**config.mk**
```make
export PLATFORM = sky130hd
export DESIGN_NAME = cse_ram
export DESIGN_NICKNAME = d
export VERILOG_FILES = /design/src/cse_ram.sv
export SDC_FILE = /design/constraint.sdc
export NUM_CORES = 1
export LEC_CHECK = 0
export BUFFER_PORTS_ARGS = -buffer_cell sky130_fd_sc_hd__buf_2
export CAP_MARGIN = 10
export CORE_MARGIN = 1
export CORE_UTILIZATION = 31
export DETAILED_ROUTE_END_ITERATION = 6
export GPL_TIMING_DRIVEN = 0
export SLEW_MARGIN = 20
export SYNTH_ARGS = -nofsm -noshare
export SYNTH_HDL_FRONTEND = slang
export SYNTH_SLANG_ARGS = --single-unit
```
**constraint.sdc**
```tcl
create_clock -name clk -period 2.8 [get_ports clk]
set_input_delay 0.14 -clock clk [delete_from_list [all_inputs] [get_ports clk]]
set_output_delay 0.14 -clock clk [all_outputs]
set_load 0.005 [all_outputs]
```
**src/cse_ram.sv**
```systemverilog
`timescale 1ns / 1ps
// ----------------------------------------------------------------------------
// cse_ram: generic single-port-write, single-port-read RAM
// One write and one registered read per cycle; read data holds when idle.
// ----------------------------------------------------------------------------
module cse_ram #(
    parameter int WIDTH = 8,
    parameter int DEPTH = 16,
    localparam int AW = (DEPTH > 1) ? $clog2(DEPTH) : 1
) (
    input  logic             clk,
    input  logic             wr_en,
    input  logic [AW-1:0]    wr_addr,
    input  logic [WIDTH-1:0] wr_data,
    input  logic             rd_en,
    input  logic [AW-1:0]    rd_addr,
    output logic [WIDTH-1:0] rd_data
);

    logic [WIDTH-1:0] mem [DEPTH];

    always_ff @(posedge clk)
    begin
        if (wr_en)
        begin
            mem[wr_addr] <= wr_data;
        end
        if (rd_en)
        begin
            rd_data <= mem[rd_addr];
        end
    end

endmodule

```
=== Yosys cells after proc, flatten, opt, wreduce, memory -nomap -nowiden ===
Memories as Yosys holds them, arrays and structs flattened. A register that Yosys moved wholly into a read port is not among the register bits.
Index checks and enable logic that the tools add are counted.

* Muxes and demuxes: 2

{| class="wikitable"
|+ Operators by type and width
! operator !! count
|-
| two-way mux 1 bit || 2
|}

* Register bits after elaboration: 0
* Word-level logic and storage cells: 3
* Input port bits: 19
* Memories: 1
* Output and inout port bits: 8
* Bits in writable memories: 128

{| class="wikitable"
|+ Memory list
! name !! depth !! bits a word !! read ports !! clocked after memory_dff !! write ports !! line !! text
|-
| mem || 16 || 8 || 1 || 1 || 1 || 20 || <nowiki>logic [WIDTH-1:0] mem [DEPTH];</nowiki>
|}

=== Longest topological paths before layout ===
Gate-level depths: netlist (run 1).

* Depth in word-level cells: 2
* Depth in mapped cells: 5
* Mapped depth without buffers: 3

=== Worst setup path after synthesis (run 1) ===
No wires, ideal clock.

* Path type: input port to flip-flop
* From: input port wr_addr[2]
* To: memory mem[0][0], enable pin
* Cell stages on the path: 2
* Library setup time: 0.383 ns
* Arrival time: 1.250 ns
* Data required time: 2.417 ns
* Slack: 1.167 ns
* Cell sequence: or3b_2 > nor3_1

{| class="wikitable"
|+ RTL lines
! what !! line !! text
|-
| start: declaration || 13 || <nowiki>input logic [AW-1:0] wr_addr,</nowiki>
|-
| end: declaration || 20 ||
|}

No word-level cell before the write port.

==> impl_metrics.yaml, run 1 <==
flow_run:
  cap_violations: 0
worst_setup_path:
  regToRegStartpoint: "mem[5][0]$_DFFE_PP_"
  reg2reg_to: "rd_data[0]$_DFFE_PP_"
  r2r_slack_ns: 1.20
  rr_worst_depth: 3
  cp_max_fo: 1
  start_kind: "flip-flop"
  required_ns: 2.93
  end_kind: "flip-flop"
  crit_arrival_ns: 1.74
  crit_start: "mem[5][0]$_DFFE_PP_"
  criticalPathCategory: "flip-flop to flip-flop"
global_route:
  grt_overflow: 0
  grt_pass1_wl_um: 15500
  grt_max_degree: 17
  grt_pass1_vias: 2551
  antenna_found_initial: 0
  grtUsageTotal: 0.127
logic_synthesis:
  synth.area.top_cells: "edfxtp_1 78%, mux4_2 7.8%, mux4_1 7.0%"
  synth-async-reset-ratio: 0
  avgSynthCellArea_um2: 22.8
  synth_edf_count: 136
  synthMostInstantiatedCell: "edfxtp_1"
  ys_warn_count: 0
  synthTopCellsByCount: "136 x edfxtp_1, 18 x mux4_2, 16 x a22oi_1, 14 x mux4_1, 13 x nor2_1"
  postSynthRegisterBits: 136
  syn_nets: 248
  netlist_instances: 229
  synth_top_area_cell: "edfxtp_1"
  synth_area_um2: 5230
  synthDistinctLibCells: 18
  ys_seq_area_frac: 0.781
  synth_top_area_share: 0.781
  synth_flop_cell: "edfxtp_1"
route:
  routed_wl_um: 10300
  via_per_inst: 4.72
  drtAntennaViolNets: 0
  routedWlPerCell_um: 20.3
  drc: 0
  drtIter0Drc: 223
  drtPass1Iterations: 4
  vias: 2389
clock_network:
  clock_latency_ns: 0.41
  holdBufCountCts: 0
  cts_tree: "yes"
  h-tree-depth: 4
  post_cts_buffers: 0
  path_clk_slew_ns: 0.06
  clockBufferDepth: 2
  cts_resized: 0
  cts_buffers: 17
  clockRootBuffer: "clkbuf_16"
  cts_sinks: 136
hold_path:
  whs_endpoint: "rd_data[4]$_DFFE_PP_"
  whs_path_depth: 1
  min_path_type: "input pin to flip-flop"
  hp-start: "rd_en"
timing:
  min_period_ns: 1.60
  final-hold-violation-count: 0
  slew_violations: 0
  fin_skew_ns: 0.00904
  worstMarginPinSlew_ns: 0.865
  relSlewSlack: 0.421
  fin_crit_sh: 0.573
  fmax_mhz: 623
  setup_viol: 0
  tns_ns: 0
  rsz0062_at_grt: "no"
die:
  pin_count: 27
  num_rows: 47
  die_h_um: 132
  dieArea_um2: 17400
  dieWidth_um: 132
  core_area_um2: 16500
  initial_utilization: 0.316
layout:
  diodes: 0
  area_growth_pct: 18.6
  final_util: 0.375
  nFillCells: 1460
  nets: 292
  drive_gt1_frac: 0.304
pwr:
  power_density_nw_per_um2: 740
  ir_drop_v: 0.000463
  p_leak_nw: 2.02
place:
  dp_hpwl_um: 6600
  globalplace.congestion: 0.735
  port-buffer-count: 25
outcome:
  status: "finished clean"
[cells in the final DEF, fill, tap and decap left out, types with 4 or more instances in the layout]
cell type,Yosys,routed
nor2_1,13,13
mux4_1,14,14
inv_6,0,4
nor3_2,0,4
clkinvlp_4,0,4
clkbuf_16,0,17
edfxtp_1,136,136
nand2_1,9,9
mux4_2,18,18
buf_2,3,28
a22oi_1,16,16
[final cells by class]
type                       instances  area, µm²  share of cell area
buffer                            10       86.3              0.0139
multi-input combinational         83       1080               0.174
tap                              220        275              0.0444
timing repair buffer              25        125              0.0202
sequential                       136       4080               0.659
clock inverter                    14        124              0.0200
clock buffer                      18        429              0.0692
[critical path, cell delays in order (launching register included)]
cell	delay [ns]
edfxtp_1	0.36
mux4_1	0.57
a22oi_1	0.27
nand2_1	0.14
[logic make-up after synthesis]
logic type | after synthesis | synth area share
flip-flops | 136 | 0.781
buffers and inverters | 10 | 0.0165
AND/OR/NAND/NOR | 35 | 0.0314
multiplexers | 32 | 0.148
AO/OA/AOI/OAI | 16 | 0.0230
[metal layers]
metal	GRT usage	vias up	share of wire
met3	0.0408	5	0.072
met5	0	-	0
met4	0.0291	0	0.0057
li1	-	1068	-
met2	0.200	78	0.49
met1	0.170	1238	0.43
[where the power goes]
part	internal [W]	switching, W	leakage, nW
sequential	0.00229	0.00000994	1.24
clock	0.00123	0.000839	0.261
combinational	0.0000885	0.000129	0.523
total	0.00361	0.000978	2.02
[flip-flops by register name (all words and copies together) (netlist names)]
register  cells
mem         128
rd_data       8
[worst max path at each step]
stage | end | cells after the start
after floorplan | mem[0][0]$_DFFE_PP_ | 2
after global placement | mem[0][7]$_DFFE_PP_ | 3
after detailed placement | mem[2][2]$_DFFE_PP_ | 3
after CTS | rd_data[0]$_DFFE_PP_ | 3
after global routing | rd_data[0]$_DFFE_PP_ | 3
final | rd_data[0]$_DFFE_PP_ | 3
[through the flow]
stage	hold slack, ns	area, µm²	std cells	power (W)	setup WS (ns)
2_1_floorplan	0.239	5230	229	0.00246	1.17
3_3_place_gp	0.472	5630	474	0.00256	0.542
3_5_place_dp	0.485	5650	474	0.00257	0.915
4_1_cts	0.0571	6200	506	0.00462	1.17
5_1_grt	0.0639	6200	506	0.00474	1.18
6_report	0.0660	6200	506	0.00459	1.20
Note: power is estimated with default switching activity, not from simulation.
==> run 2, diff against run 1 <==
- clock period: 2.8 -> 1.4 ns (I/O delays scaled with it)
==> impl_metrics.yaml, run 2 (synthesized netlist as in run 1, its figures left out) <==
worst_setup_path:
  crit_arrival_ns: 1.66
  cp_max_fo: 1
  worst-path-buf-inv: 0
  start_kind: "flip-flop"
  worstPathCellList: "mux4_2 > a22oi_2 > nand2_1"
  crit_family: "multiplexers"
  required_ns: 1.56
  end_kind: "flip-flop"
  criticalPathCategory: "flip-flop to flip-flop"
  cpMaxStageDelayCell: "mux4_2"
  max_stage_delay_ns: 0.50
place:
  dp_hpwl_um: 6640
  dpl_worst_slack_ns: -0.390
  dp_cells: 474
  globalplace.congestion: 0.781
  port-buffer-count: 25
timing:
  relSlewSlack: 0.430
  fin_skew_ns: 0.00851
  rsz0062_at_grt: "yes"
  slew_violations: 0
  setup_viol: 8
  min_period_ns: 1.50
  final-hold-violation-count: 0
  worstMarginPinSlew_ns: 0.852
  fin_ws_ns: -0.103
  fmax_mhz: 665
  fin_crit_sh: 1.07
die:
  num_rows: 47
  pin_count: 27
  dieWidth_um: 132
  initial_utilization: 0.316
  die_h_um: 132
  core_area_um2: 16500
  dieArea_um2: 17400
outcome:
  status: "finished, violations left"
  violations: "negative setup slack"
pwr:
  power_density_nw_per_um2: 1510
  p_comb_frac: 0.049
  seq_power_share: 0.490
  p_int_w: 0.00756
  clkPwrFrac: 0.460
  swShare: 0.197
  ir_drop_v: 0.00110
  p_leak_nw: 1.99
  total_switching_power_w: 0.00185
global_route:
  grt_pass1_wl_um: 15700
  grt_max_degree: 17
  antenna_found_initial: 0
  grtUsageTotal: 0.130
  grt_pass1_vias: 2455
  grt_overflow: 0
layout:
  top_regs: "mem (128), rd_data (8)"
  nets: 293
  layout_commonest_cell: "edfxtp_1"
  fin_cells: 507
  layout_common_cells: "136 x edfxtp_1, 29 x mux4_2, 28 x buf_2, 17 x clkbuf_16, 13 x nor2_1"
  regMostFlops: "mem"
  area_growth_pct: 19.1
  drive_gt1_frac: 0.355
  largest_register_ff_count: 128
  diodes: 0
  nFillCells: 1488
clock_network:
  h-tree-depth: 4
  clock_latency_ns: 0.41
  clockBufferDepth: 2
  cts_sinks: 136
  path_clk_slew_ns: 0.06
  post_cts_buffers: 0
  cts_tree: "yes"
  cts_buffers: 17
  clockRootBuffer: "clkbuf_16"
route:
  drc: 0
  via_per_inst: 4.79
  routed_wl_um: 10500
  drtPass1Iterations: 4
  drtAntennaViolNets: 0
  drtIter0Drc: 152
  vias: 2431
  routedWlPerCell_um: 20.7
hold_path:
  min_path_type: "input pin to flip-flop"
flow_run:
  cap_violations: 0
==> run 2: cell types whose count changed in the layout (fill, tap and decap cells not counted) <==
cell,before,now
mux4_2,18,29
clkbuf_1,1,5
bufinv_16,1,3
inv_6,4,0
dlygate4sd3_1,0,1
clkinvlp_4,4,2
mux4_1,14,3
a22oi_1,16,8
inv_8,1,0
clkinv_2,2,3
a22oi_2,0,8
==> run 2: repair_timing <==
action	in CTS	in global routing
gates cloned	0	0
pin swaps	7	1
hold endpoints to repair	8	0
endpoints found under the setup margin	8	8
resized for setup	16	3
hold buffers	1	0
==> run 2: power groups by stage <==
| stage | logic, W | registers [W] | clock network (W) |
|---|---|---|---|
| floorplan | 0.000232 | 0.00469 | 0 |
| global placement | 0.000429 | 0.00469 | 0 |
| detailed placement | 0.000446 | 0.00469 | 0 |
| CTS | 0.000468 | 0.00461 | 0.00440 |
| global route | 0.000498 | 0.00462 | 0.00457 |
| finish | 0.000464 | 0.00461 | 0.00433 |
==> run 2: path summary, 6_finish.rpt <==
check | cells past startpoint | slack [ns] | end | from
worst max-delay path | 3 | -0.10 | rd_data[1]$_DFFE_PP_ | mem[2][1]$_DFFE_PP_
worst min-delay path | 1 | 0.06 | mem[14][6]$_DFFE_PP_ | wr_data[6]
worst max register to register | 3 | -0.10 | rd_data[1]$_DFFE_PP_ | mem[2][1]$_DFFE_PP_
worst min register to register | 3 | 0.77 | rd_data[3]$_DFFE_PP_ | mem[12][3]$_DFFE_PP_
==> run 2: final cells by class <==
| class | instances | area (µm²) | area share |
|---|---|---|---|
| timing repair buffer | 26 | 135 | 0.0217 |
| clock inverter | 10 | 128 | 0.0205 |
| tap | 220 | 275 | 0.0442 |
| multi-input combinational | 83 | 1080 | 0.173 |
| clock buffer | 22 | 444 | 0.0713 |
| buffer | 10 | 86.3 | 0.0139 |
| sequential | 136 | 4080 | 0.656 |
==> run 2: stage by stage <==
step,power (W),instance area (µm²),hold slack [ns],TNS [ns],util
2_1_floorplan,0.00492,5230,0.169,0,-
3_3_place_gp,0.00512,5630,0.408,-29.31,0.341
3_5_place_dp,0.00514,5650,0.429,-22.48,0.342
4_1_cts,0.00948,6230,0.0385,-0.444,0.377
5_1_grt,0.00968,6230,0.0551,-0.690,0.377
6_report,0.00940,6230,0.0575,-0.434,0.377
==> run 2: routing by layer <==
layer | wire length (µm) | GRT usage
met1 | 4770 | 0.180
met4 | 97 | 0.0426
met2 | 4960 | 0.192
met3 | 681 | 0.0454
met5 | 0 | 0
==> run 3, diff against run 2 <==
- ABC_AREA: unset -> 1
==> impl_metrics.yaml, run 3 <==
pwr:
  swShare: 0.220
  clkPwrFrac: 0.461
  total_switching_power_w: 0.00213
  ir_drop_v: 0.000837
  seq_power_share: 0.477
  p_leak_nw: 2.91
  p_int_w: 0.00754
  power_density_nw_per_um2: 1410
  p_comb_frac: 0.062
worst_setup_path:
  criticalPathCategory: "input pin to flip-flop"
  cp_max_fo: 8
  required_ns: 1.44
  start_kind: "input pin"
  r2r_slack_ns: 0.23
  crit_arrival_ns: 1.25
  rr_worst_depth: 6
  end_kind: "flip-flop"
logic_synthesis:
  synthTopCellsByCount: "173 x nand2_1, 136 x edfxtp_1, 100 x inv_1, 97 x nand3_1, 17 x nor2_1"
  ys_warn_count: 0
  synth_area_um2: 5850
  synthDistinctLibCells: 11
  synthMostInstantiatedCell: "nand2_1"
  synth_top_area_share: 0.698
  avgSynthCellArea_um2: 10.6
  synth_flop_cell: "edfxtp_1"
  synth_edf_count: 136
  synth_top_area_cell: "edfxtp_1"
  ys_seq_area_frac: 0.698
  netlist_instances: 551
  synth.area.top_cells: "edfxtp_1 70%, nand2_1 11%, nand3_1 8.3%"
  syn_nets: 570
  postSynthRegisterBits: 136
  synth-async-reset-ratio: 0
clock_network:
  clockRootBuffer: "clkbuf_16"
  post_cts_buffers: 0
  h-tree-depth: 4
  cts_buffers: 17
  cts_sinks: 136
  clock_latency_ns: 0.42
  clockBufferDepth: 2
  cts_tree: "yes"
  path_clk_slew_ns: 0.06
global_route:
  antenna_found_initial: 0
  grt_pass1_vias: 3600
  grt_max_degree: 17
  grt_overflow: 0
  grtUsageTotal: 0.156
  grt_pass1_wl_um: 21700
layout:
  largest_register_ff_count: 128
  diodes: 0
  final_util: 0.376
  multiInputGateArea_um2: 1210
  nFillCells: 1733
  drive_gt1_frac: 0.127
  nets: 613
  area_growth_pct: 17.0
  layout_common_cells: "173 x nand2_1, 136 x edfxtp_1, 100 x inv_1, 97 x nand3_1, 36 x buf_2"
  top_regs: "mem (128), rd_data (8)"
  regMostFlops: "mem"
  stdcell_area_um2: 6840
  layout_commonest_cell: "nand2_1"
  seqCellArea_um2: 4080
route:
  via_per_inst: 4.59
  drtIter0Drc: 383
  drtPass1Iterations: 7
  routed_wl_um: 14400
  vias: 3834
  drtAntennaViolNets: 0
  routedWlPerCell_um: 17.2
  drc: 1
timing:
  relSlewSlack: 0.297
  final-hold-violation-count: 0
  setup_viol: 0
  fmax_mhz: 823
  rsz0062_at_grt: "no"
  fin_skew_ns: 0.00620
  min_period_ns: 1.22
  slew_violations: 0
  fin_crit_sh: 0.868
  fin_ws_ns: 0.185
  worstMarginPinSlew_ns: 1.05
die:
  pin_count: 27
  die_h_um: 139
  num_rows: 49
  dieArea_um2: 19400
  dieWidth_um: 139
  initial_utilization: 0.321
  core_area_um2: 18200
place:
  port-buffer-count: 23
  globalplace.congestion: 0.868
  dp_hpwl_um: 9250
  place_area_um2: 6250
  dpl_worst_slack_ns: -0.223
hold_path:
  min_path_type: "input pin to flip-flop"
  whs_path_depth: 1
outcome:
  status: "finished, violations left"
  violations: "design-rule violations"
flow_run:
  cap_violations: 0
run 3: final cells by class:
class                      instances  area share
buffer                            24      0.0243
timing repair buffer              24      0.0183
clock buffer                      18      0.0627
tap                              229      0.0419
sequential                       136       0.597
multi-input combinational        289       0.177
clock inverter                    13      0.0227
inverter                         102      0.0560
run 3: cell families (layout without fill, tap and decap cells):
logic type,after synthesis,after routing,synth area share
and+or+nand+nor,289,289,0.208
DFF,136,136,0.698
buffers and inverters,126,181,0.0939
run 3: final timing paths:
kind	from	to
worst max-delay path	wr_addr[3]	mem[7][0]$_DFFE_PP_
worst max register to register	mem[10][1]$_DFFE_PP_	rd_data[1]$_DFFE_PP_
worst min-delay path	wr_data[2]	mem[1][2]$_DFFE_PP_
worst min register to register	mem[6][4]$_DFFE_PP_	rd_data[4]$_DFFE_PP_
run 3: power groups by stage:
stage | clock network [W] | registers (W) | logic, W
2_1_floorplan | 0 | 0.00469 | 0.000322
3_3_place_gp | 0 | 0.00469 | 0.000588
3_5_place_dp | 0 | 0.00469 | 0.000594
4_1_cts | 0.00450 | 0.00461 | 0.000600
5_1_grt | 0.00465 | 0.00461 | 0.000661
6_report | 0.00446 | 0.00461 | 0.000598
run 3: timing repair:
item,in CTS,in global routing
hold buffers,1,0
endpoints found under the hold margin,8,0
gates resized for setup,0,0
run 3: worst max-delay path, cell delays in order:
cell and delay [ns]:
buf_2 0.12, nand3b_1 0.23, nor2_1 0.83
run 3: per-layer routing:
metal / track usage / vias up / share of wire
met5: 0 / - / 0
met4: 0.0520 / 0 / 0.016
met1: 0.222 / 1791 / 0.47
li1: - / 1867 / -
met2: 0.234 / 160 / 0.44
met3: 0.0368 / 16 / 0.074
run 3: per-stage QoR:
| step | hold slack (ns) | total power, W | instances | TNS [ns] |
|---|---|---|---|---|
| 2_1_floorplan | 0.169 | 0.00502 | 551 | 0 |
| 3_3_place_gp | 0.414 | 0.00528 | 803 | -8.30 |
| 3_5_place_dp | 0.429 | 0.00529 | 803 | -10.95 |
| 4_1_cts | 0.0563 | 0.00971 | 835 | 0 |
| 5_1_grt | 0.0775 | 0.00993 | 835 | 0 |
| 6_report | 0.0705 | 0.00967 | 835 | 0 |
